[src/rtl/mcg_pkg.sv]
`default_nettype none

package mcg_pkg;

  // fixed configuration of the generator
  localparam int unsigned PULSES_PER_BEAT = 24;
  localparam int unsigned FRACTION_BITS   = 16;

  // field widths
  localparam int unsigned CMD_W      = 3;
  localparam int unsigned ELAPSED_W  = 8;
  localparam int unsigned TEMPO_IN_W = 16;
  localparam int unsigned KIND_W     = 2;

  // internal widths
  localparam int unsigned TEMPO_W  = 15;
  localparam int unsigned PERIOD_W = 25;
  localparam int unsigned WAIT_W   = 26;

  localparam logic [TEMPO_W-1:0] TEMPO_MIN   = TEMPO_W'(1000);
  localparam logic [TEMPO_W-1:0] TEMPO_MAX   = TEMPO_W'(30000);
  localparam logic [TEMPO_W-1:0] TEMPO_RESET = TEMPO_W'(12000);

  // 60000 ms x 100 centi per beat, spread over the pulses of a beat, in fixed point
  localparam longint unsigned NUMER  = longint'(6000000 / PULSES_PER_BEAT) << FRACTION_BITS;
  localparam int unsigned     NUM_W  = $clog2(NUMER + 1);
  localparam int unsigned     CNT_W  = $clog2(NUM_W);

  localparam logic [PERIOD_W-1:0] PERIOD_RESET = PERIOD_W'(NUMER / 12000);

  // shared adder width: covers the wait, the scaled elapsed time and the divider
  localparam int unsigned ALU_W =
    ((WAIT_W > ELAPSED_W + FRACTION_BITS) ? WAIT_W : ELAPSED_W + FRACTION_BITS) + 2;

  typedef enum logic [CMD_W-1:0] {
    CMD_TICK         = 3'd0,
    CMD_START        = 3'd1,
    CMD_CONTINUE     = 3'd2,
    CMD_STOP         = 3'd3,
    CMD_STOP_KEEP    = 3'd4,
    CMD_START_CLOCKS = 3'd5,
    CMD_SET_TEMPO    = 3'd6
  } cmd_e;

  typedef enum logic [KIND_W-1:0] {
    MSG_CLOCK    = 2'd0,
    MSG_START    = 2'd1,
    MSG_CONTINUE = 2'd2,
    MSG_STOP     = 2'd3
  } msg_e;

  typedef enum logic {
    ALU_ADD = 1'b0,
    ALU_SUB = 1'b1
  } alu_op_e;

  function automatic logic [TEMPO_W-1:0] clamp_tempo(input logic [TEMPO_IN_W-1:0] t);
    logic [TEMPO_W-1:0] r;
    if (t < TEMPO_IN_W'(TEMPO_MIN)) begin
      r = TEMPO_MIN;
    end else if (t > TEMPO_IN_W'(TEMPO_MAX)) begin
      r = TEMPO_MAX;
    end else begin
      r = t[TEMPO_W-1:0];
    end
    return r;
  endfunction

endpackage

`default_nettype wire

[src/rtl/mcg_in_if.sv]
`default_nettype none

interface mcg_in_if;
  import mcg_pkg::*;

  logic                  valid;
  logic                  ready;
  logic [CMD_W-1:0]      command;
  logic [ELAPSED_W-1:0]  elapsed_ms;
  logic [TEMPO_IN_W-1:0] tempo_centi_bpm;

  modport source (output valid, output command, output elapsed_ms, output tempo_centi_bpm,
                  input ready);
  modport sink   (input valid, input command, input elapsed_ms, input tempo_centi_bpm,
                  output ready);
endinterface

`default_nettype wire

[src/rtl/mcg_out_if.sv]
`default_nettype none

interface mcg_out_if;
  import mcg_pkg::*;

  logic              valid;
  logic              ready;
  logic [KIND_W-1:0] message_kind;
  logic              late_warning;

  modport source (output valid, output message_kind, output late_warning, input ready);
  modport sink   (input valid, input message_kind, input late_warning, output ready);
endinterface

`default_nettype wire

[src/rtl/mcg_alu.sv]
`default_nettype none

module mcg_alu (
  input  wire logic signed [mcg_pkg::ALU_W-1:0] a_i,
  input  wire logic signed [mcg_pkg::ALU_W-1:0] b_i,
  input  wire mcg_pkg::alu_op_e                 op_i,
  output logic signed      [mcg_pkg::ALU_W-1:0] y_o
);
  import mcg_pkg::*;

  always_comb begin
    case (op_i)
      ALU_ADD: y_o = a_i + b_i;
      ALU_SUB: y_o = a_i - b_i;
      default: y_o = a_i;
    endcase
  end

endmodule

`default_nettype wire

[src/rtl/midi_clock_generator.sv]
`default_nettype none

// channel  | dir | transaction payload
// ---------+-----+------------------------------------------------
// in_i     | in  | command, elapsed_ms, tempo_centi_bpm
// out_o    | out | message_kind, late_warning
//
// transport commands and a tick while stopped complete in the idle state
// a running tick goes tick, add, then emit if a clock is due; transport skips add
// a set tempo while stopped, or a tick applying a deferred tempo, adds
// restoring division of NUM_W (34) bits, one quotient bit per cycle on the adder
// reset puts the control state at its initial values at once, no clearing pass
// a tick with a result waits in the emit step while the output register is full

module midi_clock_generator (
  input wire logic clk_i,
  input wire logic rst_ni,
  mcg_in_if.sink   in_i,
  mcg_out_if.source out_o
);
  import mcg_pkg::*;

  typedef enum logic [4:0] {
    ST_IDLE = 5'b00001,
    ST_DIV  = 5'b00010,
    ST_TICK = 5'b00100,
    ST_ADD  = 5'b01000,
    ST_EMIT = 5'b10000
  } state_e;

  localparam logic signed [ALU_W-1:0] WAIT_FLOOR = ALU_W'(-(64'sd1 <<< (WAIT_W - 1)));

  state_e state_q, state_d;

  // transport state
  logic running_q, running_d;
  logic want_start_q, want_start_d;
  logic want_continue_q, want_continue_d;
  logic want_stop_q, want_stop_d;
  logic stop_halts_q, stop_halts_d;
  logic want_first_q, want_first_d;
  logic never_ticked_q, never_ticked_d;
  logic late_seen_q, late_seen_d;

  // tempo and countdown
  logic                      tempo_deferred_q, tempo_deferred_d;
  logic [TEMPO_W-1:0]        deferred_tempo_q, deferred_tempo_d;
  logic [TEMPO_W-1:0]        current_tempo_q, current_tempo_d;
  logic [PERIOD_W-1:0]       pulse_period_q, pulse_period_d;
  logic signed [WAIT_W-1:0]  pulse_wait_q, pulse_wait_d;
  logic [ELAPSED_W-1:0]      elapsed_q, elapsed_d;

  // divider working registers
  logic                      div_for_tick_q, div_for_tick_d;
  logic [NUM_W-1:0]          num_q, num_d;
  logic [TEMPO_W-1:0]        rem_q, rem_d;
  logic [PERIOD_W-1:0]       quot_q, quot_d;
  logic [CNT_W-1:0]          cnt_q, cnt_d;

  // output register
  logic              out_valid_q, out_valid_d;
  logic [KIND_W-1:0] kind_q, kind_d;
  logic              late_q, late_d;
  logic [KIND_W-1:0] pend_kind_q, pend_kind_d;
  logic              pend_late_q, pend_late_d;

  // shared adder
  logic signed [ALU_W-1:0] alu_a, alu_b, alu_y;
  alu_op_e                 alu_op;

  logic [TEMPO_W:0] div_shift;
  logic             busy;
  logic             in_fire;
  logic             slot_free;

  mcg_alu u_alu (
    .a_i  (alu_a),
    .b_i  (alu_b),
    .op_i (alu_op),
    .y_o  (alu_y)
  );

  assign div_shift = {rem_q, num_q[NUM_W-1]};
  assign busy      = want_start_q | want_continue_q | want_stop_q;
  assign in_i.ready = (state_q == ST_IDLE);
  assign in_fire   = in_i.valid & in_i.ready;
  assign slot_free = ~out_valid_q | out_o.ready;

  assign out_o.valid        = out_valid_q;
  assign out_o.message_kind = kind_q;
  assign out_o.late_warning = late_q;

  // operand selection for the shared adder
  always_comb begin
    alu_a  = '0;
    alu_b  = '0;
    alu_op = ALU_SUB;
    case (state_q)
      ST_DIV: begin
        alu_a  = ALU_W'(div_shift);
        alu_b  = ALU_W'(current_tempo_q);
        alu_op = ALU_SUB;
      end
      ST_TICK: begin
        alu_a  = ALU_W'(pulse_wait_q);
        alu_b  = ALU_W'(elapsed_q) <<< FRACTION_BITS;
        alu_op = ALU_SUB;
      end
      ST_ADD: begin
        alu_a  = ALU_W'(pulse_wait_q);
        alu_b  = ALU_W'(pulse_period_q);
        alu_op = ALU_ADD;
      end
      default: begin
        alu_a  = '0;
        alu_b  = '0;
        alu_op = ALU_SUB;
      end
    endcase
  end

  always_comb begin
    state_d          = state_q;
    running_d        = running_q;
    want_start_d     = want_start_q;
    want_continue_d  = want_continue_q;
    want_stop_d      = want_stop_q;
    stop_halts_d     = stop_halts_q;
    want_first_d     = want_first_q;
    never_ticked_d   = never_ticked_q;
    late_seen_d      = late_seen_q;
    tempo_deferred_d = tempo_deferred_q;
    deferred_tempo_d = deferred_tempo_q;
    current_tempo_d  = current_tempo_q;
    pulse_period_d   = pulse_period_q;
    pulse_wait_d     = pulse_wait_q;
    elapsed_d        = elapsed_q;
    div_for_tick_d   = div_for_tick_q;
    num_d            = num_q;
    rem_d            = rem_q;
    quot_d           = quot_q;
    cnt_d            = cnt_q;
    pend_kind_d      = pend_kind_q;
    pend_late_d      = pend_late_q;
    out_valid_d      = out_valid_q;
    kind_d           = kind_q;
    late_d           = late_q;

    // output register drains independently of the sequencer
    if (out_valid_q && out_o.ready) begin
      out_valid_d = 1'b0;
    end

    case (state_q)
      ST_IDLE: begin
        if (in_fire) begin
          case (in_i.command)
            CMD_TICK: begin
              if (running_q) begin
                elapsed_d = in_i.elapsed_ms;
                if (never_ticked_q) begin
                  // first tick while running forces a clock, time is ignored
                  if (!want_first_q && !busy) begin
                    want_first_d = 1'b1;
                  end
                  never_ticked_d = 1'b0;
                  elapsed_d      = '0;
                end
                if (tempo_deferred_q) begin
                  current_tempo_d = deferred_tempo_q;
                  div_for_tick_d  = 1'b1;
                  num_d           = NUM_W'(NUMER);
                  rem_d           = '0;
                  quot_d          = '0;
                  cnt_d           = '0;
                  state_d         = ST_DIV;
                end else begin
                  state_d = ST_TICK;
                end
              end
            end
            CMD_START, CMD_CONTINUE: begin
              if (!busy) begin
                if (in_i.command == CMD_START) begin
                  want_start_d = 1'b1;
                end else begin
                  want_continue_d = 1'b1;
                end
                if (!running_q) begin
                  running_d        = 1'b1;
                  tempo_deferred_d = 1'b0;
                end
              end
            end
            CMD_STOP, CMD_STOP_KEEP: begin
              if (!busy && running_q) begin
                want_stop_d  = 1'b1;
                stop_halts_d = (in_i.command == CMD_STOP);
              end
            end
            CMD_START_CLOCKS: begin
              if (!running_q) begin
                want_first_d     = 1'b1;
                running_d        = 1'b1;
                tempo_deferred_d = 1'b0;
              end
            end
            CMD_SET_TEMPO: begin
              if (running_q) begin
                tempo_deferred_d = 1'b1;
                deferred_tempo_d = clamp_tempo(in_i.tempo_centi_bpm);
              end else begin
                // applied at once while stopped, wait untouched
                current_tempo_d  = clamp_tempo(in_i.tempo_centi_bpm);
                tempo_deferred_d = 1'b0;
                div_for_tick_d   = 1'b0;
                num_d            = NUM_W'(NUMER);
                rem_d            = '0;
                quot_d           = '0;
                cnt_d            = '0;
                state_d          = ST_DIV;
              end
            end
            default: begin
              state_d = ST_IDLE;
            end
          endcase
        end
      end

      ST_DIV: begin
        // restoring division, one quotient bit per cycle
        num_d = {num_q[NUM_W-2:0], 1'b0};
        if (alu_y[ALU_W-1]) begin
          rem_d  = div_shift[TEMPO_W-1:0];
          quot_d = {quot_q[PERIOD_W-2:0], 1'b0};
        end else begin
          rem_d  = alu_y[TEMPO_W-1:0];
          quot_d = {quot_q[PERIOD_W-2:0], 1'b1};
        end
        cnt_d = cnt_q + CNT_W'(1);
        if (cnt_q == CNT_W'(NUM_W - 1)) begin
          pulse_period_d   = quot_d;
          tempo_deferred_d = 1'b0;
          if (div_for_tick_q) begin
            pulse_wait_d = WAIT_W'(quot_d);
            state_d      = ST_TICK;
          end else begin
            state_d = ST_IDLE;
          end
        end
      end

      ST_TICK: begin
        pend_late_d = 1'b0;
        if (want_first_q) begin
          pend_kind_d     = MSG_CLOCK;
          pulse_wait_d    = WAIT_W'(pulse_period_q);
          want_start_d    = 1'b0;
          want_continue_d = 1'b0;
          want_first_d    = 1'b0;
          state_d         = ST_EMIT;
        end else if (want_start_q) begin
          pend_kind_d  = MSG_START;
          want_first_d = 1'b1;
          state_d      = ST_EMIT;
        end else if (want_continue_q) begin
          pend_kind_d  = MSG_CONTINUE;
          want_first_d = 1'b1;
          state_d      = ST_EMIT;
        end else if (want_stop_q) begin
          pend_kind_d = MSG_STOP;
          want_stop_d = 1'b0;
          if (stop_halts_q) begin
            running_d    = 1'b0;
            stop_halts_d = 1'b0;
          end
          state_d = ST_EMIT;
        end else begin
          // count down, saturating very late ticks at the floor
          if (alu_y < WAIT_FLOOR) begin
            pulse_wait_d = WAIT_W'(WAIT_FLOOR);
          end else begin
            pulse_wait_d = WAIT_W'(alu_y);
          end
          state_d = ST_ADD;
        end
      end

      ST_ADD: begin
        if (pulse_wait_q > 0) begin
          state_d = ST_IDLE;
        end else begin
          // fractional remainder carries into the next pulse
          pulse_wait_d = WAIT_W'(alu_y);
          pend_kind_d  = MSG_CLOCK;
          if (alu_y <= 0 && !late_seen_q) begin
            late_seen_d = 1'b1;
            pend_late_d = 1'b1;
          end
          state_d = ST_EMIT;
        end
      end

      ST_EMIT: begin
        if (slot_free) begin
          out_valid_d = 1'b1;
          kind_d      = pend_kind_q;
          late_d      = pend_late_q;
          state_d     = ST_IDLE;
        end
      end

      default: begin
        state_d = ST_IDLE;
      end
    endcase
  end

  always_ff @(posedge clk_i or negedge rst_ni) begin
    if (!rst_ni) begin
      state_q          <= ST_IDLE;
      running_q        <= 1'b0;
      want_start_q     <= 1'b0;
      want_continue_q  <= 1'b0;
      want_stop_q      <= 1'b0;
      stop_halts_q     <= 1'b0;
      want_first_q     <= 1'b0;
      never_ticked_q   <= 1'b1;
      late_seen_q      <= 1'b0;
      tempo_deferred_q <= 1'b0;
      deferred_tempo_q <= '0;
      current_tempo_q  <= TEMPO_RESET;
      pulse_period_q   <= PERIOD_RESET;
      pulse_wait_q     <= '0;
      div_for_tick_q   <= 1'b0;
      cnt_q            <= '0;
      out_valid_q      <= 1'b0;
    end else begin
      state_q          <= state_d;
      running_q        <= running_d;
      want_start_q     <= want_start_d;
      want_continue_q  <= want_continue_d;
      want_stop_q      <= want_stop_d;
      stop_halts_q     <= stop_halts_d;
      want_first_q     <= want_first_d;
      never_ticked_q   <= never_ticked_d;
      late_seen_q      <= late_seen_d;
      tempo_deferred_q <= tempo_deferred_d;
      deferred_tempo_q <= deferred_tempo_d;
      current_tempo_q  <= current_tempo_d;
      pulse_period_q   <= pulse_period_d;
      pulse_wait_q     <= pulse_wait_d;
      div_for_tick_q   <= div_for_tick_d;
      cnt_q            <= cnt_d;
      out_valid_q      <= out_valid_d;
    end
  end

  // payload registers, no reset needed
  always_ff @(posedge clk_i) begin
    elapsed_q   <= elapsed_d;
    num_q       <= num_d;
    rem_q       <= rem_d;
    quot_q      <= quot_d;
    pend_kind_q <= pend_kind_d;
    pend_late_q <= pend_late_d;
    kind_q      <= kind_d;
    late_q      <= late_d;
  end

endmodule

`default_nettype wire

[src/flat_wrapper.sv]
// flat-port wrapper written by rule: the top's interface ports become plain ports
module midi_clock_generator_flat import mcg_pkg::*;
  (clk_i, rst_ni, in_i_valid, in_i_command, in_i_elapsed_ms, in_i_tempo_centi_bpm, in_i_ready, out_o_valid, out_o_message_kind, out_o_late_warning, out_o_ready);
  mcg_in_if in_i_i ();
  mcg_out_if out_o_i ();
  input wire logic clk_i;
  input wire logic rst_ni;
  input wire logic [$bits(in_i_i.valid)-1:0] in_i_valid;
  input wire logic [$bits(in_i_i.command)-1:0] in_i_command;
  input wire logic [$bits(in_i_i.elapsed_ms)-1:0] in_i_elapsed_ms;
  input wire logic [$bits(in_i_i.tempo_centi_bpm)-1:0] in_i_tempo_centi_bpm;
  output wire logic [$bits(in_i_i.ready)-1:0] in_i_ready;
  output wire logic [$bits(out_o_i.valid)-1:0] out_o_valid;
  output wire logic [$bits(out_o_i.message_kind)-1:0] out_o_message_kind;
  output wire logic [$bits(out_o_i.late_warning)-1:0] out_o_late_warning;
  input wire logic [$bits(out_o_i.ready)-1:0] out_o_ready;
  assign in_i_i.valid = in_i_valid;
  assign in_i_i.command = in_i_command;
  assign in_i_i.elapsed_ms = in_i_elapsed_ms;
  assign in_i_i.tempo_centi_bpm = in_i_tempo_centi_bpm;
  assign in_i_ready = in_i_i.ready;
  assign out_o_valid = out_o_i.valid;
  assign out_o_message_kind = out_o_i.message_kind;
  assign out_o_late_warning = out_o_i.late_warning;
  assign out_o_i.ready = out_o_ready;
  midi_clock_generator u_core (.clk_i(clk_i), .rst_ni(rst_ni), .in_i(in_i_i), .out_o(out_o_i));
endmodule
[config.mk]
export PLATFORM = sky130hd
export DESIGN_NAME = midi_clock_generator_flat
export DESIGN_NICKNAME = d
export VERILOG_FILES = /design/src/rtl/mcg_pkg.sv /design/src/rtl/mcg_in_if.sv /design/src/rtl/mcg_out_if.sv /design/src/rtl/mcg_alu.sv /design/src/rtl/midi_clock_generator.sv /design/src/flat_wrapper.sv
export SDC_FILE = /design/constraint.sdc
export NUM_CORES = 1
export LEC_CHECK = 0
export BUFFER_PORTS_ARGS = -buffer_cell sky130_fd_sc_hd__buf_2
export CAP_MARGIN = 20
export CORE_MARGIN = 2
export CORE_UTILIZATION = 45
export DETAILED_ROUTE_END_ITERATION = 7
export GPL_ROUTABILITY_DRIVEN = 0
export HOLD_SLACK_MARGIN = 0.1
export PLACE_DENSITY = 0.71
export SYNTH_ARGS = -nofsm -noshare
export SYNTH_HDL_FRONTEND = slang
export SYNTH_SLANG_ARGS = --single-unit
export TNS_END_PERCENT = 1
[constraint.sdc]
create_clock -name clk_i -period 5.4 [get_ports clk_i]
set_input_delay 0.54 -clock clk_i [delete_from_list [all_inputs] [get_ports clk_i]]
set_output_delay 0.54 -clock clk_i [all_outputs]
set_load 0.01 [all_outputs]
==> results of run 1 <==
-- area by class of cell --
class	count	area, um2	area share, %
Tap cell	319	399.1	3.142
Timing Repair Buffer	133	962.2	7.575
Inverter	17	63.81	0.5024
Sequential cell	170	4616	36.34
Multi-Input combinational cell	942	6013	47.34
Clock inverter	14	219.0	1.724
Clock buffer	18	429.2	3.379
-- synthesized netlist by cell type, types with 7 or more instances --
cell,count
and3_1,44
a21oi_1,142
nor3_1,20
o21ai_1,18
o21ai_0,106
nand2_1,145
clkbuf_1,59
nor4_1,15
a31oi_1,8
nand2b_1,13
ha_1,30
o211ai_1,7
buf_1,9
nand3_1,35
mux2_2,27
dfstp_2,20
dfrtp_1,83
nor2b_1,21
or3_1,9
edfxtp_1,67
xnor2_1,13
a21o_1,16
a22o_1,18
a31o_2,7
nand3b_1,12
and2_1,15
o22ai_1,10
inv_1,16
nor2_1,102
xor2_1,13
-- stage by stage --
| stage | total power, mW | setup TNS (ps) | utilization (%) | area [um2] |
|---|---|---|---|---|
| finish | 4.744 | -202.3 | 54.44 | 12700 |
| global route | 4.991 | -3506 | 54.44 | 12700 |
| CTS | 4.643 | -142.4 | 53.17 | 12410 |
| detailed placement | 3.227 | -1719 | 49.40 | 11530 |
| global placement | 3.187 | -427.9 | 49.40 | 11530 |
| floorplan | 2.749 | 0 | - | 10720 |
-- sequential cells by signal (all words and copies together) (netlist names), 6 cells and up --
name,cells
u_core.cnt_q,6
u_core.deferred_tempo_q,15
u_core.num_q,14
u_core.quot_q,24
u_core.current_tempo_q,15
u_core.elapsed_q,8
u_core.pulse_wait_q,26
u_core.pulse_period_q,25
u_core.rem_q,15
-- logic make-up (layout without fill, tap and decap cells) --
| family | after synthesis | count (layout) |
|---|---|---|
| AO/OA/AOI/OAI | 391 | 391 |
| XOR/XNOR | 29 | 29 |
| AND/OR/NAND/NOR | 458 | 458 |
| flip-flops | 170 | 170 |
| buffers and inverters | 90 | 182 |
| multiplexers | 33 | 33 |
| adder cells (fa/ha/maj) | 31 | 31 |
-- routing by layer --
layer | track usage (%) | routed length [um] | vias up
met3 | 4.024 | 1885 | 68
met4 | 10.91 | 1026 | 0
met2 | 40.14 | 14710 | 409
met1 | 33.87 | 13390 | 4753
met5 | 0 | 0 | -
li1 | - | - | 4576
-- worst max-delay path, delay by kind of cell, from the launching register on --
family          cells  cell delay, ps
compound gates      7            1830
buf+inv             3             260
flops               1             580
fa+ha+maj           2             550
simple gates       10            1890
xor+xnor            1             180
-- where the power goes --
group	internal, mW	switching [mW]
registers	1.66	0.284
logic	0.621	0.820
clock network	0.827	0.536
total	3.10	1.64
-- path summary, 6_finish.rpt --
path                       cells after the start                           end  slack [ps]
setup / recovery                              23            u_core.pend_late_q        -160
hold / removal                                 1               u_core.cnt_q[0]         180
setup reg to reg                              23            u_core.pend_late_q        -160
hold reg to reg                                0  u_core.out_o.message_kind[1]         420
min in group clk_i                             3    u_core.deferred_tempo_q[1]         340
max in group asynchronous                      2             u_core.state_q[4]        4050
-- what timing repair did --
action	in CTS	in global routing
setup buffers	16	12
resized for setup	22	41
setup endpoints to repair	19	44
pin swaps	22	40
==> impl_metrics.csv, run 1 <==
group,metric,value,unit
run_status,violations,"design-rule violations, negative setup slack",
logic_synthesis,syn-instance-count,1202,
route,num_vias,9806,
route,drtIter0Drc,961,
logic_synthesis,synth-simple-area-share,21.11,%
setup_path,critPathMaxStageDelay,580,ps
logic_synthesis,synth_compound_area_share,22.38,%
sta,setup_viol_count_final,2,
grt,grt_remaining_overflow,0,
place,post-place-ws,-456.8,ps
job,max_cap_viol_count,0,
pwr,peakVddDrop,0.2113,mV
route,first_pass_iters,8,
logic_synthesis,synth_seq_area_share,43.41,%
die,dieArea,24860,um2
sta,slew_headroom,25.78,%
clocking,cts.sinks,170,
logic_synthesis,synthTopCellsByArea,"dfrtp_1 (20%), edfxtp_1 (19%), a21oi_1 (6.7%), nand2_1 (5.1%), o21ai_0 (5.0%)",
setup_path,crit-reg2reg-launch,"u_core.state_q[0]",
final_layout,final_cells,1613,
sta,drv_slew,0,
clocking,clock_latency,430,ps
setup_path,cp.arrival,5710,ps
sta,clock_skew,10.05,ps
logic_synthesis,synthAdderAreaFrac,3.720,%
sta,rsz0062_at_grt,"true",
setup_path,cp_cell_sequence,"nor2b_2 > and2_4 > a22oi_2 > ha_2 > inv_2 > a221o_1 > a211o_1 > nand3b_1 > nand2b_4 > buf_4 > nand2_1 > a21oi_2 > ha_4 > buf_6 > nand4_1 > a31o_2 > a31oi_4 > xnor2_4 > or4b_4 > nor4_4 > nand4_1 > o41ai_2 > nand2b_1",
sta,worstMarginPinSlew,1113,ps
sta,hold_viol,0,
final_layout,layout-drive-gt1-share,22.10,%
final_layout,nets,1343,
final_layout,layout_commonest_cell,"nand2_1",
logic_synthesis,synth-xor-area-share,2.602,%
grt,grt_max_degree,60,
logic_synthesis,synth_seq_cells,170,
route,wirelength,31.02,mm
final_layout,num_antenna_cells,0,
logic_synthesis,avgSynthCellArea,8.843,um2
setup_path,startpoint,"u_core.state_q[0]",
grt,grt_pass1_vias,9397,
die,core-area,23330,um2
logic_synthesis,synth_top_cell_area_share,19.54,%
die,initial_utilization,45.55,%
die,die_width,157.7,um
setup_path,critPathMaxFanout,5,
die,io_pins,36,
clocking,cts_hold_buf,0,
setup_path,cp-start-kind,"flop",
pwr,p_leak,5.393,nW
grt,grt_pass1_wl,49.16,mm
setup_path,worst_ep_required_time,5550,ps
grt,antenna_found_initial,0,
sta,finalCritPeriodShare,103.0,%
setup_path,endpoint_kind,"flop",
setup_path,crit_slowest_cell,"dfstp_2",
sta,max_freq,0.1798,GHz
logic_synthesis,async_flop_share,60.59,%
clocking,numCtsBuffers,17,
pwr,p_per_area,373.5,nW/um2
clocking,clk_pin_slew,70,ps
run_status,status,"finished with violations",
clocking,clockBufferDepth,2,
die,die_y,157.7,um
sta,holdWs,183.9,ps
place,dp_hpwl,21.48,mm
sta,min_period,5561,ps
logic_synthesis,synth_edf_count,67,
place,dp_cells,1554,
logic_synthesis,synth_top_family_by_area,"compound AO/OA/AOI/OAI gates",
logic_synthesis,synth_top_area_cell,"dfrtp_1",
final_layout,final_cell_mix,"nand2_1 (142), a21oi_1 (136), o21ai_0 (102)",
clocking,cts_tree,"built",
clocking,cts.htree.levels,4,
logic_synthesis,syn_nets,1264,
setup_path,crit_type,"flop to flop",
sta,setup_ws,-160.6,ps
die,rows,56,
min_path,min_path_type,"primary input to async pin",
logic_synthesis,synth_area,10630,um2
clocking,cts_root_buf,"clkbuf_16",
final_layout,fillCellCount,2068,
grt,grt_use_total,25.16,%
logic_synthesis,yosysUniqueCellTypes,78,
logic_synthesis,muxShareOfSynthArea,3.426,%
logic_synthesis,yosysWarnings,0,
final_layout,syn_to_final_growth,19.51,%
route,final_antenna_net_count,0,
route,via_per_inst,6.079,
setup_path,path_common_cell,"nand4_1",
place,port_buffers,35,
route,post_drt_wl_per_cell,19.23,um
route,route.detailed.drc,1,
logic_synthesis,synth-main-ff-cell,"dfrtp_1",
Note: power is estimated with default switching activity, not from simulation.
==> run 2: changes to the inputs <==
--- a/config.mk
+++ b/config.mk
@@ -5,7 +5,7 @@
 export SDC_FILE = /design/constraint.sdc
 export NUM_CORES = 1
 export LEC_CHECK = 0
-export BUFFER_PORTS_ARGS = -buffer_cell sky130_fd_sc_hd__buf_2
+export BUFFER_PORTS_ARGS = -buffer_cell sky130_fd_sc_hd__clkbuf_2
 export CAP_MARGIN = 20
 export CORE_MARGIN = 2
 export CORE_UTILIZATION = 45
==> run 2 against run 1 <==
Hold slack improved by 17 ps. Largest cell class unchanged. The flow finishes with violations (negative setup slack). Clock power fell by 9.6%. Sequential share of layout area rose by 1.3 points. Maximum frequency rose by 0.91%. Sequential power barely moved. Final cell count fell by 1.5%.
==> impl_metrics.csv, run 2 (same netlist as run 1, synthesis figures left out) <==
group,metric,value,unit
run_status,status,"finished with violations",
run_status,violations,"negative setup slack",
place,placed_area,11530,um2
final_layout,fin_util,52.56,%
setup_path,crit_slowest_cell,"dfstp_2",
sta,max_freq,0.1815,GHz
clocking,clk_pin_slew,70,ps
sta,setup_viol_count_final,1,
pwr,internal-power,2.842,mW
grt,grt_remaining_overflow,0,
clocking,cts_tree,"built",
job,max_cap_viol_count,0,
final_layout,largest-register,"u_core.pulse_wait_q",
clocking,cts_root_buf,"clkbuf_16",
pwr,p_per_area,367.9,nW/um2
die,io_pins,36,
setup_path,cp_num_buf_inv,2,
route,num_vias,9747,
route,post_drt_wl_per_cell,19.19,um
pwr,swShare,37.02,%
final_layout,fin_area,12260,um2
sta,setup_ws,-110.6,ps
pwr,clockPowerShare,27.3,%
route,drtIter0Drc,886,
die,dieArea,24860,um2
clocking,cts.htree.levels,4,
place,port_buffers,35,
final_layout,largestRegisters,"u_core.pulse_wait_q (26), u_core.pulse_period_q (25), u_core.quot_q (24)",
sta,finalCritPeriodShare,102.0,%
grt,antenna_found_initial,0,
sta,holdWs,201.3,ps
pwr,p_sw,1.670,mW
place,post-place-ws,-337.8,ps
clocking,cts_hold_buf,0,
place,dp_hpwl,21.66,mm
route,wirelength,30.48,mm
setup_path,cp_cell_sequence,"nor2b_2 > and2_2 > a22oi_2 > ha_2 > inv_1 > a221o_1 > a211o_1 > nand3b_1 > o21ai_0 > buf_4 > a41oi_1 > o21ai_0 > ha_2 > nand2_1 > o21ai_0 > a221o_1 > o32ai_1 > nor2_1 > nor4_2 > nand4_1 > o41ai_2 > nand2b_1",
final_layout,multi_input_area,5831,um2
grt,grt_pass1_vias,9345,
min_path,min_path_type,"primary input to async pin",
pwr,p_total,4.512,mW
route,route.detailed.drc,0,
setup_path,cp.arrival,5670,ps
pwr,peakVddDrop,0.2057,mV
setup_path,critPathTopFamily,"compound AO/OA/AOI/OAI gates",
route,first_pass_iters,6,
grt,grt_max_degree,65,
final_layout,seqCellArea,4616,um2
grt,grt_use_total,25.10,%
setup_path,critPathMaxFanout,6,
setup_path,path_common_cell,"o21ai_0",
clocking,numCtsBuffers,17,
die,rows,56,
die,die_y,157.7,um
sta,min_period,5511,ps
die,core-area,23330,um2
final_layout,fillCellCount,2150,
pwr,p_leak,5.232,nW
pwr,pwr-share-comb,29.7,%
clocking,cts.sinks,170,
setup_path,endpoint_kind,"flop",
final_layout,syn_to_final_growth,15.39,%
grt,grt_pass1_wl,48.85,mm
sta,slew_headroom,25.36,%
setup_path,crit_type,"flop to flop",
die,initial_utilization,45.55,%
final_layout,final_cell_mix,"nand2_1 (143), a21oi_1 (140), o21ai_0 (105)",
final_layout,layout-drive-gt1-share,18.75,%
clocking,clock_latency,440,ps
setup_path,cp-start-kind,"flop",
setup_path,worst_ep_required_time,5560,ps
sta,clock_skew,16.03,ps
sta,hold_viol,0,
sta,rsz0062_at_grt,"true",
final_layout,nets,1318,
final_layout,num_antenna_cells,0,
clocking,clockBufferDepth,2,
pwr,power_frac_seq,43.0,%
die,die_width,157.7,um
final_layout,largest_reg_flops,26,
route,via_per_inst,6.138,
final_layout,layout_commonest_cell,"nand2_1",
setup_path,critPathMaxStageDelay,600,ps
route,final_antenna_net_count,0,
sta,worstMarginPinSlew,1120,ps
sta,drv_slew,0,
run 2: final timing paths:
check | start | endpoint | slack [ps] | depth (start not counted)
min in group clk_i | in_i_tempo_centi_bpm[1] | u_core.deferred_tempo_q[1] | 340 | 3
max | u_core.state_q[0] | u_core.pend_late_q | -110 | 22
max in group asynchronous | rst_ni | u_core.pulse_period_q[6] | 4110 | 2
max reg2reg | u_core.state_q[0] | u_core.pend_late_q | -110 | 22
min | rst_ni | u_core.cnt_q[1] | 200 | 1
min reg2reg | u_core.pend_kind_q[0] | u_core.out_o.message_kind[0] | 420 | 0
run 2: final cells by class:
cell class              count  share of cell area, %
multi-input cells         942                  47.54
repair buffers            108                  6.254
clock inverters            14                  1.214
clock buffers              18                  3.581
flip-flops and latches    170                  37.64
well taps                 319                  3.254
inverters                  17                 0.5203
run 2: worst register-to-register path, cell delays in order (launching register included):
cell	delay, ps
dfstp_2	600
nor2b_2	60
and2_2	200
a22oi_2	170
ha_2	220
inv_1	40
a221o_1	340
a211o_1	280
nand3b_1	200
o21ai_0	180
buf_4	140
a41oi_1	110
o21ai_0	430
ha_2	410
nand2_1	80
o21ai_0	110
a221o_1	410
o32ai_1	240
nor2_1	130
nor4_2	310
nand4_1	140
o41ai_2	290
nand2b_1	160
run 2: stage by stage:
step                      cells  TNS [ps]
after floorplan            1202         0
after detailed placement   1554     -2478
after global routing       1588     -4906
final                      1588    -110.6
after CTS                  1587    -55.91
after global placement     1554    -192.6
run 2: timing repair:
item,in CTS,in global routing
resized for setup,10,11
endpoints found under the setup margin,21,45
setup buffers,1,1
pin swaps,5,1
endpoints found under the hold margin,0,0
run 2: layer usage:
metal	track usage, %	routed length, um	vias up
met5	0	0	-
met3	3.805	1774	95
met2	39.34	13910	386
met1	33.57	13250	4730
met4	13.29	1545	0
li1	-	-	4536
run 2: power groups by stage:
stage | Sequential (mW) | Clock (mW) | Combinational, mW
2_1_floorplan | 1.84 | 0 | 0.905
3_3_place_gp | 1.94 | 0 | 1.25
3_5_place_dp | 1.95 | 0 | 1.28
4_1_cts | 1.93 | 1.24 | 1.31
5_1_grt | 1.97 | 1.29 | 1.49
6_report | 1.94 | 1.23 | 1.34
==> run 3: changes to the inputs <==
--- a/config.mk
+++ b/config.mk
@@ -6,13 +6,13 @@
 export NUM_CORES = 1
 export LEC_CHECK = 0
 export BUFFER_PORTS_ARGS = -buffer_cell sky130_fd_sc_hd__clkbuf_2
-export CAP_MARGIN = 20
 export CORE_MARGIN = 2
-export CORE_UTILIZATION = 45
+export CORE_UTILIZATION = 35
 export DETAILED_ROUTE_END_ITERATION = 7
 export GPL_ROUTABILITY_DRIVEN = 0
 export HOLD_SLACK_MARGIN = 0.1
-export PLACE_DENSITY = 0.71
+export PLACE_DENSITY = 0.6
+export REMOVE_ABC_BUFFERS = 1
 export SYNTH_ARGS = -nofsm -noshare
 export SYNTH_HDL_FRONTEND = slang
 export SYNTH_SLANG_ARGS = --single-unit
==> run 3 against run 2 <==
The run still ends with negative setup slack left. First-iteration DRC count grew 0.11%. Wire length increased by 3.5%. Utilization decreased by 8.7 points. Sequential power barely moved. Worst setup slack better by 54 ps. Critical endpoint unchanged.
==> impl_metrics.csv, run 3 (same netlist as run 1, synthesis figures left out) <==
group,metric,value,unit
clocking,cts_root_buf,"clkbuf_16",
setup_path,crit_slowest_cell,"or4_4",
setup_path,crit-reg2reg-launch,"u_core.state_q[1]",
route,drtIter0Drc,887,
route,first_pass_iters,5,
place,dp_cells,1670,
clocking,clk_pin_slew,70,ps
die,core-area,29800,um2
route,num_vias,9680,
final_layout,final_cells,1729,
grt,grt_max_degree,56,
final_layout,fillCellCount,2945,
clocking,cts.htree.levels,4,
clocking,cts.sinks,170,
final_layout,fin_util,43.91,%
clocking,clockBufferDepth,2,
setup_path,cp-start-kind,"flop",
place,port_buffers,35,
route,route.detailed.drc,0,
grt,grt_pass1_wl,50.89,mm
pwr,p_leak,5.612,nW
final_layout,layout-drive-gt1-share,25.34,%
die,die_width,178.3,um
final_layout,fin_area,13080,um2
final_layout,largestRegisters,"u_core.pulse_wait_q (26), u_core.pulse_period_q (25), u_core.quot_q (24)",
die,rows,63,
setup_path,ff2ff_path_depth,24,
final_layout,nets,1387,
clocking,numCtsBuffers,17,
setup_path,cp_cell_sequence,"nor4_4 > nand2_1 > clkinv_2 > a22oi_2 > buf_4 > buf_4 > buf_4 > buf_4 > buf_4 > buf_4 > buf_4 > buf_4 > buf_4 > buf_4 > inv_2 > ha_4 > fa_2 > or4_4 > or4_4 > or4b_4 > nor4_4 > nand4_1 > o41ai_2 > nand2b_1",
sta,drv_slew,0,
grt,antenna_found_initial,1,
setup_path,timing.rr.end,"u_core.pend_late_q",
final_layout,largest-register,"u_core.pulse_wait_q",
final_layout,layout_commonest_cell,"nand2_1",
setup_path,critPathMaxFanout,4,
die,io_pins,36,
sta,setup_ws,-56.88,ps
setup_path,worst_ep_required_time,5550,ps
setup_path,endpoint_kind,"flop",
setup_path,path_common_cell,"buf_4",
sta,rsz0062_at_grt,"true",
route,via_per_inst,5.599,
min_path,min_path_type,"primary input to async pin",
route,post_drt_wl_per_cell,18.23,um
sta,clock_skew,9.202,ps
clocking,clock_latency,430,ps
die,dieArea,31780,um2
route,final_antenna_net_count,0,
setup_path,cp.arrival,5600,ps
sta,hold_viol,0,
job,max_cap_viol_count,0,
sta,min_period,5457,ps
final_layout,largest_reg_flops,26,
route,wirelength,31.53,mm
sta,slew_headroom,26.50,%
sta,setup_viol_count_final,1,
grt,grt_remaining_overflow,0,
sta,worstMarginPinSlew,1102,ps
die,initial_utilization,35.67,%
final_layout,final_cell_mix,"nand2_1 (143), a21oi_1 (135), buf_4 (133)",
grt,grt_use_total,20.41,%
sta,max_freq,0.1833,GHz
clocking,cts_tree,"built",
pwr,peakVddDrop,0.2963,mV
setup_path,critPathMaxStageDelay,550,ps
setup_path,r2r_slack,-60,ps
run_status,status,"finished with violations",
pwr,p_per_area,351.3,nW/um2
place,dp_hpwl,22.36,mm
setup_path,crit_type,"flop to flop",
place,placed_area,11900,um2
run_status,violations,"negative setup slack",
die,die_y,178.3,um
sta,finalCritPeriodShare,101.1,%
grt,grt_pass1_vias,9379,
final_layout,syn_to_final_growth,23.08,%
## run 3: cell count changes in the layout (fill, tap and decap cells not counted), moves of 3 or more
cell	change
ha_4	+3
inv_8	-7
inv_4	+4
a21oi_1	-5
nor2_1	-4
clkinv_2	+3
buf_4	+63
nor2_2	+3
buf_6	+5
a21oi_2	+4
clkbuf_16	+3
o21ai_0	-7
o21ai_2	+7
## run 3: repair_timing
action                                  in CTS  in global routing
gates resized for setup                     44                 47
endpoints found under the setup margin      45                 45
hold buffers                                 0                  0
buffers inserted                            19                  7
cloned                                       0                  1
hold endpoints to repair                     0                  0
pin swaps                                   27                 56
## run 3: power breakdown
part	switching, mW	total, mW	internal, mW	leakage, nW
Clock	0.530	1.18	0.650	0.285
Combinational	0.835	1.49	0.651	3.43
Sequential	0.274	1.93	1.66	1.89
Total	1.64	4.60	2.96	5.61
## run 3: worst max-delay path by stage
stage | startpoint | end
after global placement | u_core.state_q[1] | u_core.pend_late_q
after CTS | u_core.state_q[0] | u_core.pend_late_q
after global routing | u_core.state_q[0] | u_core.pulse_wait_q[23]
final | u_core.state_q[1] | u_core.pend_late_q
after floorplan | u_core.state_q[1] | u_core.pend_late_q
after detailed placement | u_core.state_q[3] | u_core.pend_late_q
## run 3: layout make-up
class | instances | area [um2] | area share, %
Antenna cell | 1 | 2.502 | 0.01913
Clock buffer | 21 | 483.0 | 3.692
Clock inverter | 11 | 81.33 | 0.6217
Inverter | 17 | 65.06 | 0.4973
Multi-Input combinational cell | 942 | 6026 | 46.06
Sequential cell | 170 | 4616 | 35.28
Tap cell | 390 | 488.0 | 3.730
Timing Repair Buffer | 177 | 1321 | 10.10
## run 3: worst max-delay path: cells and delay by family, from the launching register on
| kind | cells | cell delay [ps] |
|---|---|---|
| simple gates | 8 | 2460 |
| flops | 1 | 420 |
| fa+ha+maj | 2 | 600 |
| buf+inv | 12 | 1380 |
| compound gates | 2 | 320 |
## run 3: through the flow
stage | setup slack [ps] | hold slack [ps] | total power [mW] | TNS, ps
CTS | -31.44 | 173.5 | 4.533 | -31.44
global route | -239.8 | 206.5 | 4.870 | -4506
detailed placement | -296.2 | 406.1 | 3.289 | -5628
global placement | -153.0 | 405.1 | 3.266 | -1780
floorplan | -1831 | 244.4 | 2.704 | -73180
finish | -56.88 | 164.0 | 4.596 | -56.88
## run 3: layer usage
layer	wire [um]	vias to the layer above	global-route usage, %
met5	0	-	0
met4	557	0	6.470
met3	1720	39	2.792
met2	14270	301	31.65
met1	14980	4677	29.46
li1	-	4663	-
